--- src/sv/twn_pkg.sv ---
// Package for the text whitespace normalizer.
// Holds byte codes, queue sizes and the command type passed from front to back.
// Depends on nothing.
package twn_pkg;

  // Byte codes that the normalizer treats specially.
  localparam logic [7:0] LINE_FEED       = 8'd10;
  localparam logic [7:0] CARRIAGE_RETURN = 8'd13;
  localparam logic [7:0] SPACE_CHAR      = 8'd32;

  // Trailing-trim store size and derived widths.
  localparam int PENDING_DEPTH = 32;
  localparam int PEND_PTR_W    = $clog2(PENDING_DEPTH);
  localparam int PEND_CNT_W    = $clog2(PENDING_DEPTH + 1);

  // Command queue between front and back.
  localparam int CMDQ_DEPTH = 4;
  localparam int CMDQ_PTR_W = $clog2(CMDQ_DEPTH);
  localparam int CMDQ_CNT_W = $clog2(CMDQ_DEPTH + 1);

  // One unit of work for the back end: an end marker, or a byte to keep,
  // optionally preceded by an owed space.
  typedef struct packed {
    logic       is_end;
    logic       space_first;
    logic [7:0] data;
  } twn_cmd_t;

  // Queue status seen by both sides.
  typedef struct packed {
    logic full;
    logic empty;
  } twn_q_stat_t;

endpackage

--- src/sv/twn_if.sv ---
// Channel interfaces for the text whitespace normalizer.
// Input requests carry raw bytes; output requests carry normalized results.
// Depends on nothing.
interface twn_in_if;
  logic       valid;
  logic       ready;
  logic [7:0] text_byte;
  logic       end_of_text;

  modport source (output valid, text_byte, end_of_text, input ready);
  modport sink   (input valid, text_byte, end_of_text, output ready);
endinterface

interface twn_out_if;
  logic       valid;
  logic       ready;
  logic [7:0] out_byte;
  logic       has_byte;
  logic       is_last;
  logic       trim_overflow;

  modport source (output valid, out_byte, has_byte, is_last, trim_overflow, input ready);
  modport sink   (input valid, out_byte, has_byte, is_last, trim_overflow, output ready);
endinterface

--- src/sv/text_whitespace_normalizer_core.sv ---
// Channel    Dir  Payload                                   Handshake
// in_chan    in   text_byte[7:0], end_of_text               valid / ready
// out_chan   out  out_byte[7:0], has_byte, is_last,         valid / ready
//                 trim_overflow
//
// The front end takes one request per cycle while its command queue has room.
// The back end handles each kept byte or end marker in turn, puts an owed space
// first, and flushes held bytes one at a time ahead of a data byte.
// Reset (rst_n, synchronous, active low) clears all control state at once;
// the held-byte store is not cleared, since only entries below the count are read.
// A stalled output holds the back end; a full command queue holds the input.
//
// Top level of the text whitespace normalizer.
// Depends on twn_pkg, twn_if, twn_front, twn_cmd_fifo and twn_back.
module text_whitespace_normalizer_core
  import twn_pkg::*;
(
  input  logic       clk,
  input  logic       rst_n,
  twn_in_if.sink     in_chan,
  twn_out_if.source  out_chan
);

  logic        cmd_push, cmd_pop;
  twn_cmd_t    push_cmd, head_cmd;
  twn_q_stat_t q_stat;

  // Classify incoming bytes.
  twn_front u_front (
    .clk      (clk),
    .rst_n    (rst_n),
    .in_chan  (in_chan),
    .q_stat   (q_stat),
    .cmd_push (cmd_push),
    .cmd      (push_cmd)
  );

  // Commands waiting for the back end.
  twn_cmd_fifo u_cmdq (
    .clk      (clk),
    .rst_n    (rst_n),
    .push     (cmd_push),
    .push_cmd (push_cmd),
    .pop      (cmd_pop),
    .head_cmd (head_cmd),
    .stat     (q_stat)
  );

  // Trim, flush and emit results.
  twn_back u_back (
    .clk      (clk),
    .rst_n    (rst_n),
    .head_cmd (head_cmd),
    .q_stat   (q_stat),
    .cmd_pop  (cmd_pop),
    .out_chan (out_chan)
  );

  // The queue is never pushed while full.
  a_no_push_full: assert property (@(posedge clk) disable iff (!rst_n)
    cmd_push |-> !q_stat.full)
    else $error("command pushed into a full queue");

  // The queue is never popped while empty.
  a_no_pop_empty: assert property (@(posedge clk) disable iff (!rst_n)
    cmd_pop |-> !q_stat.empty)
    else $error("command popped from an empty queue");

  // An end marker carries no byte.
  a_end_no_byte: assert property (@(posedge clk) disable iff (!rst_n)
    (out_chan.valid && out_chan.is_last) |-> (!out_chan.has_byte && out_chan.out_byte == 8'd0))
    else $error("end marker carries a byte");

  // Overflow is only reported on the end marker.
  a_ovf_on_last: assert property (@(posedge clk) disable iff (!rst_n)
    (out_chan.valid && !out_chan.is_last) |-> !out_chan.trim_overflow)
    else $error("overflow flag on a byte result");

endmodule

--- src/sv/twn_front.sv ---
// Front end: accepts raw bytes, tracks line-break state and issues commands.
// Depends on twn_pkg and twn_if.
module twn_front
  import twn_pkg::*;
(
  input  logic        clk,
  input  logic        rst_n,
  twn_in_if.sink      in_chan,
  input  twn_q_stat_t q_stat,
  output logic        cmd_push,
  output twn_cmd_t    cmd
);

  logic       space_owed_r, space_owed_nxt;
  logic       after_return_r, after_return_nxt;
  logic       seen_data_r, seen_data_nxt;
  logic [1:0] newline_run_r, newline_run_nxt;
  logic       accept;
  logic       want_push;

  // A request is taken whenever the command queue has room.
  assign in_chan.ready = !q_stat.full;
  assign accept        = in_chan.valid && in_chan.ready;
  assign cmd_push      = accept && want_push;

  // Classify the byte and work out the next line-break state.
  always_comb begin
    space_owed_nxt   = space_owed_r;
    after_return_nxt = after_return_r;
    seen_data_nxt    = seen_data_r;
    newline_run_nxt  = newline_run_r;
    want_push        = 1'b0;
    cmd.is_end       = 1'b0;
    cmd.space_first  = 1'b0;
    cmd.data         = in_chan.text_byte;
    if (in_chan.end_of_text) begin
      want_push        = 1'b1;
      cmd.is_end       = 1'b1;
      cmd.data         = 8'd0;
      space_owed_nxt   = 1'b0;
      after_return_nxt = 1'b0;
      seen_data_nxt    = 1'b0;
      newline_run_nxt  = 2'd0;
    end else if (in_chan.text_byte == LINE_FEED) begin
      if (seen_data_r) begin
        space_owed_nxt   = !after_return_r;
        after_return_nxt = 1'b0;
        if (newline_run_r != 2'd2) begin
          newline_run_nxt = newline_run_r + 2'd1;
        end
        // Second and later line feeds of a run are kept.
        want_push = (newline_run_r != 2'd0);
      end
    end else if (in_chan.text_byte == CARRIAGE_RETURN) begin
      if (seen_data_r) begin
        want_push        = 1'b1;
        cmd.data         = LINE_FEED;
        space_owed_nxt   = 1'b0;
        after_return_nxt = 1'b1;
      end
    end else begin
      want_push       = 1'b1;
      seen_data_nxt   = 1'b1;
      newline_run_nxt = 2'd0;
      space_owed_nxt  = 1'b0;
      cmd.space_first = space_owed_r && (in_chan.text_byte != SPACE_CHAR);
    end
  end

  // State advances only on an accepted request.
  always_ff @(posedge clk) begin
    if (!rst_n) begin
      space_owed_r   <= 1'b0;
      after_return_r <= 1'b0;
      seen_data_r    <= 1'b0;
      newline_run_r  <= 2'd0;
    end else if (accept) begin
      space_owed_r   <= space_owed_nxt;
      after_return_r <= after_return_nxt;
      seen_data_r    <= seen_data_nxt;
      newline_run_r  <= newline_run_nxt;
    end
  end

endmodule

--- src/sv/twn_cmd_fifo.sv ---
// Short command queue that decouples the front end from the back end.
// Depends on twn_pkg.
module twn_cmd_fifo
  import twn_pkg::*;
(
  input  logic        clk,
  input  logic        rst_n,
  input  logic        push,
  input  twn_cmd_t    push_cmd,
  input  logic        pop,
  output twn_cmd_t    head_cmd,
  output twn_q_stat_t stat
);

  twn_cmd_t              slots_r [CMDQ_DEPTH];
  logic [CMDQ_PTR_W-1:0] rd_ptr_r, wr_ptr_r;
  logic [CMDQ_CNT_W-1:0] count_r;
  logic                  do_push, do_pop;

  assign stat.full  = (count_r == CMDQ_CNT_W'(CMDQ_DEPTH));
  assign stat.empty = (count_r == '0);
  assign do_push    = push && !stat.full;
  assign do_pop     = pop && !stat.empty;
  assign head_cmd   = slots_r[rd_ptr_r];

  // Pointer step with wrap at the queue depth.
  function automatic logic [CMDQ_PTR_W-1:0] step_ptr(input logic [CMDQ_PTR_W-1:0] p);
    step_ptr = (p == CMDQ_PTR_W'(CMDQ_DEPTH - 1)) ? '0 : p + 1'b1;
  endfunction

  // Slot storage needs no reset.
  always_ff @(posedge clk) begin
    if (do_push) begin
      slots_r[wr_ptr_r] <= push_cmd;
    end
  end

  // Pointers and fill count.
  always_ff @(posedge clk) begin
    if (!rst_n) begin
      rd_ptr_r <= '0;
      wr_ptr_r <= '0;
      count_r  <= '0;
    end else begin
      if (do_push) begin
        wr_ptr_r <= step_ptr(wr_ptr_r);
      end
      if (do_pop) begin
        rd_ptr_r <= step_ptr(rd_ptr_r);
      end
      if (do_push && !do_pop) begin
        count_r <= count_r + 1'b1;
      end else if (do_pop && !do_push) begin
        count_r <= count_r - 1'b1;
      end
    end
  end

endmodule

--- src/sv/twn_back.sv ---
// Back end: runs commands through the trailing-trim store and drives results.
// Depends on twn_pkg and twn_if.
module twn_back
  import twn_pkg::*;
(
  input  logic        clk,
  input  logic        rst_n,
  input  twn_cmd_t    head_cmd,
  input  twn_q_stat_t q_stat,
  output logic        cmd_pop,
  twn_out_if.source   out_chan
);

  // Command being worked on.
  logic                  busy_r;
  logic                  cur_end_r;
  logic                  cur_space_r;
  logic [7:0]            cur_byte_r;

  // Trailing-trim store: 1 = line feed, 0 = space. Circular, oldest at head.
  logic [PENDING_DEPTH-1:0] pend_r;
  logic [PEND_PTR_W-1:0]    head_r, tail_r;
  logic [PEND_CNT_W-1:0]    count_r;
  logic                     emitted_any_r;
  logic                     overflow_r;

  // Output register.
  logic       out_valid_r;
  logic [7:0] out_byte_r;
  logic       out_has_r, out_last_r, out_ovf_r;

  logic       out_can;
  logic [7:0] step_byte;
  logic       trimmable, full;
  logic       emit, pend_push, pend_pop, set_ovf, mark_emitted, clear_all, step_done;
  logic       advance, finish;
  logic [7:0] emit_byte;
  logic       emit_has, emit_last;
  logic [7:0] oldest_byte;

  function automatic logic [PEND_PTR_W-1:0] step_ptr(input logic [PEND_PTR_W-1:0] p);
    step_ptr = (p == PEND_PTR_W'(PENDING_DEPTH - 1)) ? '0 : p + 1'b1;
  endfunction

  assign out_can     = !out_valid_r || out_chan.ready;
  assign step_byte   = cur_space_r ? SPACE_CHAR : cur_byte_r;
  assign trimmable   = (step_byte == LINE_FEED) || (step_byte == SPACE_CHAR);
  assign full        = (count_r == PEND_CNT_W'(PENDING_DEPTH));
  assign oldest_byte = pend_r[head_r] ? LINE_FEED : SPACE_CHAR;

  // Decide what the current step does this cycle.
  always_comb begin
    emit         = 1'b0;
    emit_byte    = step_byte;
    emit_has     = 1'b1;
    emit_last    = 1'b0;
    pend_push    = 1'b0;
    pend_pop     = 1'b0;
    set_ovf      = 1'b0;
    mark_emitted = 1'b0;
    clear_all    = 1'b0;
    step_done    = 1'b0;
    if (busy_r) begin
      if (cur_end_r) begin
        // End marker: report overflow and drop whatever is held.
        emit      = 1'b1;
        emit_byte = 8'd0;
        emit_has  = 1'b0;
        emit_last = 1'b1;
        clear_all = 1'b1;
        step_done = 1'b1;
      end else if (trimmable && emitted_any_r) begin
        // Hold the byte; a full store gives up its oldest entry.
        pend_push = 1'b1;
        step_done = 1'b1;
        if (full) begin
          emit      = 1'b1;
          emit_byte = oldest_byte;
          pend_pop  = 1'b1;
          set_ovf   = 1'b1;
        end
      end else if (!trimmable && (count_r != '0)) begin
        // Flush held bytes one per cycle before a kept byte, while the output is not stalled.
        emit      = 1'b1;
        emit_byte = oldest_byte;
        pend_pop  = 1'b1;
      end else begin
        emit         = 1'b1;
        mark_emitted = 1'b1;
        step_done    = 1'b1;
      end
    end
  end

  assign advance = !emit || out_can;
  assign finish  = advance && step_done && !cur_space_r;
  assign cmd_pop = (!busy_r || finish) && !q_stat.empty;

  // Held-byte storage needs no reset.
  always_ff @(posedge clk) begin
    if (advance && pend_push) begin
      pend_r[tail_r] <= (step_byte == LINE_FEED);
    end
  end

  // Command registers and trim-store control.
  always_ff @(posedge clk) begin
    if (!rst_n) begin
      busy_r        <= 1'b0;
      cur_end_r     <= 1'b0;
      cur_space_r   <= 1'b0;
      head_r        <= '0;
      tail_r        <= '0;
      count_r       <= '0;
      emitted_any_r <= 1'b0;
      overflow_r    <= 1'b0;
    end else begin
      if (cmd_pop) begin
        busy_r      <= 1'b1;
        cur_end_r   <= head_cmd.is_end;
        cur_space_r <= head_cmd.space_first;
      end else if (finish) begin
        busy_r <= 1'b0;
      end else if (advance && step_done) begin
        cur_space_r <= 1'b0;
      end
      if (advance) begin
        if (clear_all) begin
          head_r        <= '0;
          tail_r        <= '0;
          count_r       <= '0;
          emitted_any_r <= 1'b0;
          overflow_r    <= 1'b0;
        end else begin
          if (pend_push) begin
            tail_r <= step_ptr(tail_r);
          end
          if (pend_pop) begin
            head_r <= step_ptr(head_r);
          end
          if (pend_push && !pend_pop) begin
            count_r <= count_r + 1'b1;
          end else if (pend_pop && !pend_push) begin
            count_r <= count_r - 1'b1;
          end
          if (set_ovf) begin
            overflow_r <= 1'b1;
          end
          if (mark_emitted) begin
            emitted_any_r <= 1'b1;
          end
        end
      end
    end
  end

  // Command byte is payload only.
  always_ff @(posedge clk) begin
    if (cmd_pop) begin
      cur_byte_r <= head_cmd.data;
    end
  end

  // Output register valid flag.
  always_ff @(posedge clk) begin
    if (!rst_n) begin
      out_valid_r <= 1'b0;
    end else if (emit && out_can) begin
      out_valid_r <= 1'b1;
    end else if (out_chan.ready) begin
      out_valid_r <= 1'b0;
    end
  end

  // Output register payload.
  always_ff @(posedge clk) begin
    if (emit && out_can) begin
      out_byte_r <= emit_byte;
      out_has_r  <= emit_has;
      out_last_r <= emit_last;
      out_ovf_r  <= emit_last && overflow_r;
    end
  end

  assign out_chan.valid         = out_valid_r;
  assign out_chan.out_byte      = out_byte_r;
  assign out_chan.has_byte      = out_has_r;
  assign out_chan.is_last       = out_last_r;
  assign out_chan.trim_overflow = out_ovf_r;

endmodule

--- src/flat_wrapper.sv ---
// flat-port wrapper written by rule: the top's interface ports become plain ports
module text_whitespace_normalizer_core_flat import twn_pkg::*;
  (clk, rst_n, in_chan_valid, in_chan_text_byte, in_chan_end_of_text, in_chan_ready, out_chan_valid, out_chan_out_byte, out_chan_has_byte, out_chan_is_last, out_chan_trim_overflow, out_chan_ready);
  twn_in_if in_chan_i ();
  twn_out_if out_chan_i ();
  input  logic clk;
  input  logic rst_n;
  input wire logic [$bits(in_chan_i.valid)-1:0] in_chan_valid;
  input wire logic [$bits(in_chan_i.text_byte)-1:0] in_chan_text_byte;
  input wire logic [$bits(in_chan_i.end_of_text)-1:0] in_chan_end_of_text;
  output wire logic [$bits(in_chan_i.ready)-1:0] in_chan_ready;
  output wire logic [$bits(out_chan_i.valid)-1:0] out_chan_valid;
  output wire logic [$bits(out_chan_i.out_byte)-1:0] out_chan_out_byte;
  output wire logic [$bits(out_chan_i.has_byte)-1:0] out_chan_has_byte;
  output wire logic [$bits(out_chan_i.is_last)-1:0] out_chan_is_last;
  output wire logic [$bits(out_chan_i.trim_overflow)-1:0] out_chan_trim_overflow;
  input wire logic [$bits(out_chan_i.ready)-1:0] out_chan_ready;
  assign in_chan_i.valid = in_chan_valid;
  assign in_chan_i.text_byte = in_chan_text_byte;
  assign in_chan_i.end_of_text = in_chan_end_of_text;
  assign in_chan_ready = in_chan_i.ready;
  assign out_chan_valid = out_chan_i.valid;
  assign out_chan_out_byte = out_chan_i.out_byte;
  assign out_chan_has_byte = out_chan_i.has_byte;
  assign out_chan_is_last = out_chan_i.is_last;
  assign out_chan_trim_overflow = out_chan_i.trim_overflow;
  assign out_chan_i.ready = out_chan_ready;
  text_whitespace_normalizer_core u_core (.clk(clk), .rst_n(rst_n), .in_chan(in_chan_i), .out_chan(out_chan_i));
endmodule
--- config.mk ---
export PLATFORM = sky130hd
export DESIGN_NAME = text_whitespace_normalizer_core_flat
export DESIGN_NICKNAME = d
export VERILOG_FILES = /design/src/sv/twn_pkg.sv /design/src/sv/twn_if.sv /design/src/sv/text_whitespace_normalizer_core.sv /design/src/sv/twn_front.sv /design/src/sv/twn_cmd_fifo.sv /design/src/sv/twn_back.sv /design/src/flat_wrapper.sv
export SDC_FILE = /design/constraint.sdc
export NUM_CORES = 1
export LEC_CHECK = 0
export ABC_CLOCK_PERIOD_IN_PS = 3050
export BUFFER_PORTS_ARGS = -buffer_cell sky130_fd_sc_hd__buf_2
export CORE_UTILIZATION = 40
export CTS_BUF_LIST = sky130_fd_sc_hd__clkbuf_4 sky130_fd_sc_hd__clkbuf_8 sky130_fd_sc_hd__clkbuf_16
export CTS_CLUSTER_SIZE = 8
export DETAILED_ROUTE_END_ITERATION = 6
export SLEW_MARGIN = 20
export SYNTH_ARGS = -nofsm -noshare
export SYNTH_HDL_FRONTEND = slang
export SYNTH_SLANG_ARGS = --single-unit
--- constraint.sdc ---
create_clock -name clk -period 3.05 [get_ports clk]
set_clock_uncertainty 0.1 [all_clocks]
set_input_delay 0.1525 -clock clk [delete_from_list [all_inputs] [get_ports clk]]
set_output_delay 0.1525 -clock clk [all_outputs]
set_load 0.02 [all_outputs]
==> results by group <==
Floorplan
  • Placeable core region: 15100 µm²
  • Io pins: 26
  • Starting density of the core: 40.9%
  • Row count: 45
  • Die Wd: 126 µm
  • Die ar.: roughly 16000 µm²
  • Die height: between 100 and 150 µm

Status
  • Status: finished clean

Drt
  • Post-route ant nets: 0
  • Initial DRC count: 232
  • Routed length per instance: around 17 µm
  • # DRC: 0
  • DRT Pass-1 Iters: 4
  • Routed WL: approximately 12 mm
  • Via count: 3930
  • Vias per inst: about 5.4

Setup path
  • Crit path capture type: register
  • Worst-case reg-to-reg path depth: 10
  • Crit path DAT: 3.18 ns
  • Critical path cell sequence: nor3b_1 -> o211a_4 -> o211a_1 -> o31ai_4 -> ha_2 -> inv_1 -> fa_1 -> xor2_1 -> or3_1 -> a21oi_1
  • CP required: around 3.3 ns
  • Startpoint Class: register
  • Worst setup path startpoint: u_core.u_back.cur_byte_r[5]$_DFFE_PP_
  • Crit path kind: reg -> reg
  • R2R Setup Slk: about 0.11 ns
  • Worst-path fanout max: 5
  • CP max-delay cell: edfxtp_1
  • Slowest cell delay on critical path: roughly 0.45 ns
  • FF-to-FF Start: u_core.u_back.cur_byte_r[5]$_DFFE_PP_

Layout
  • Nets: around 560
  • Sequential cell area: 3450 µm²
  • Non-Filler Instances: 725
  • Multi-input logic area: 2560 µm²
  • ANT cells: 0
  • Area grow syn2layout: 15.1%
  • Fraction of layout cells with a size suffix above 1: 19.7%
  • Filler cell count: about 1300

CTS
  • Htree depth: 4
  • Max Root-Sink Buffers: 2
  • Clk_lat worst skew: roughly 0.43 ns
  • Post-CTS Setup Bufs: 0
  • Sink Count: 127
  • CTS root buf: clkbuf_16
  • TritonCTS buffer count: 17
  • CTS tree: yes
  • Worst-path clk slew: 0.06 ns

Worst hold path
  • Worst Min Path Start: in_chan_valid
  • Hold depth: 5
  • Hold crit path type: in -> reg

Synthesis
  • Syn nets: 524
  • Most common cell in the netlist: edfxtp_1
  • Post-Synthesis Cells: 490
  • Ys flop type: edfxtp_1
  • Post-synth top area share: roughly 44%
  • FFs w/ async S/R, synth: 0%
  • Mean Syn Cell Area: 12.6 µm²
  • Top post-synthesis cells by area: edfxtp_1 (44%), dfxtp_1 (12%), mux4_2 (5.5%)
  • EDFF count, synth: 91
  • Sequential share of the synthesized area: 55.8%
  • Warnings, synthesis: 0
  • Synth top cells by count: edfxtp_1 (91), nor2_1 (53), dfxtp_1 (36), nand2_1 (28)
  • Cell variety after synth: 73
  • Synth area leader: edfxtp_1
  • Seq cells post-synth: approximately 130
  • Synth Cell Area: between 6000 and 7000 µm²

STA
  • RSZ-0062 raised after global routing: no
  • Relative slew slack: 34.1%
  • Final period util: 96.4%
  • Min cycle time layout: 2.94 ns
  • Max-slew violation count: 0
  • Setup violations, final: 0
  • Worst slew pin tran: 0.988 ns
  • Fmax: roughly 0.34 GHz
  • Fin. Hold Viols: 0
  • Setup TNS: 0 ns

Global route
  • Largest net degree at the start of global routing: 33
  • Congestion Overflow GR: 0
  • Met1 Track Usage GR: a little under a fifth
  • Met2 GRT Util: 30.7%
  • First-pass GRT wire length: 20.5 mm
  • Global-route layer with the greatest usage: met2
  • Met3 GRT Util: around 4%
  • GRT Total Usage: 16.7%
  • Vias in the first global route: 4118
  • Initial antenna violation count: 0

Placement
  • Gpl congestion: ~0.82
  • Dpl cells: 693
  • Dpl hpwl: 8.60 mm
  • # port buffers: 25

Pwr
  • P_leak: 2.53 nW
  • PwrDens: 846 nW/µm²
  • Peak VDD IR: 436 µV

Run
  • Max Cap Viol: 0
## layout by cell type (no fill, tap or decap), types with 10 or more instances in the layout
cell | Yosys | routed
edfxtp_1 | 91 | 91
a21oi_1 | 18 | 18
ha_1 | 19 | 18
clkbuf_16 | 0 | 17
nand3_1 | 11 | 11
buf_2 | 2 | 25
inv_1 | 21 | 21
mux2i_1 | 21 | 21
nor2b_1 | 10 | 10
dfxtp_1 | 36 | 36
and2_1 | 13 | 13
nor2_1 | 53 | 53
mux4_2 | 15 | 15
nand2_1 | 28 | 28
## registers in the layout, indices dropped and copies added (netlist names), 2 cells and up, named ones only
register	count
u_core.u_front.newline_run_r	2
u_core.u_cmdq.count_r	3
u_core.u_back.head_r	5
u_core.u_back.out_chan.out_byte	8
u_core.u_back.count_r	6
u_core.u_cmdq.rd_ptr_r	2
u_core.u_cmdq.wr_ptr_r	2
u_core.u_back.cur_byte_r	8
u_core.u_back.tail_r	5
u_core.u_cmdq.slots_r	40
u_core.u_back.pend_r	32
## area by class of cell
class | instances | share of cell area (%)
tap | 188 | 3.30
sequential | 127 | 48.5
timing repair buffer | 32 | 2.49
clock inverter | 14 | 2.35
clock buffer | 18 | 6.17
multi-input combinational | 322 | 35.9
inverter | 24 | 1.26
## where the power goes
group	leakage (nW)	switching, mW	total, mW	internal, mW
registers	1.17	0.245	2.43	2.19
clock network	0.293	0.807	2.06	1.25
logic	1.06	0.866	1.53	0.663
total	2.53	1.92	6.02	4.10
## routing by layer
| metal | vias to the layer above | share of wire, % |
|---|---|---|
| met5 | - | 0 |
| met4 | 0 | 1.5 |
| met3 | 12 | 3.7 |
| met2 | 80 | 53 |
| met1 | 1921 | 42 |
| li1 | 1917 | - |
## cell families (layout without fill, tap and decap cells)
group	Yosys count	count (layout)	share of synthesized area, %
flops	127	127	55.8
simple gates	173	173	16.0
buf+inv	41	88	2.89
mux	37	37	9.04
fa+ha+maj	21	21	4.49
compound gates	86	86	11.1
xor+xnor	5	5	0.708
## worst max-delay path: cells and delay by family (launching register included)
| family | cells | cell delay (ns) |
|---|---|---|
| AO/OA/AOI/OAI | 4 | 0.94 |
| AND/OR/NAND/NOR | 2 | 0.53 |
| adder cells (fa/ha/maj) | 2 | 0.63 |
| buffers and inverters | 1 | 0.05 |
| XOR/XNOR | 1 | 0.17 |
| flip-flops | 1 | 0.45 |
## final timing paths
path / endpoint
worst max-delay path: u_core.u_cmdq.count_r[2]$_SDFFE_PN0P_
worst min-delay path: u_core.u_front.newline_run_r[1]$_SDFFE_PN0P_
worst max register to register: u_core.u_cmdq.count_r[2]$_SDFFE_PN0P_
worst min register to register: u_core.u_front.space_owed_r$_SDFFE_PN0P_
## per-stage QoR
step	setup slack [ns]	total power [mW]	instance area, µm²	hold WS (ns)	util [%]
final	0.111	6.02	7120	0.0246	47.0
after global routing	0.00941	6.34	7120	0.0548	47.0
after CTS	0.0332	6.09	7120	0.0210	47.0
after detailed placement	0.0644	4.01	6510	0.352	43.0
after global placement	0.184	3.97	6510	0.348	43.0
after floorplan	0.296	3.60	6190	0.151	-
## repair_timing
item / 4_1_cts / 5_1_grt
resized for setup: 0 / 1
hold buffers: 0 / 0
setup endpoints to repair: 0 / 1
Note: power is estimated with default switching activity, not from simulation.
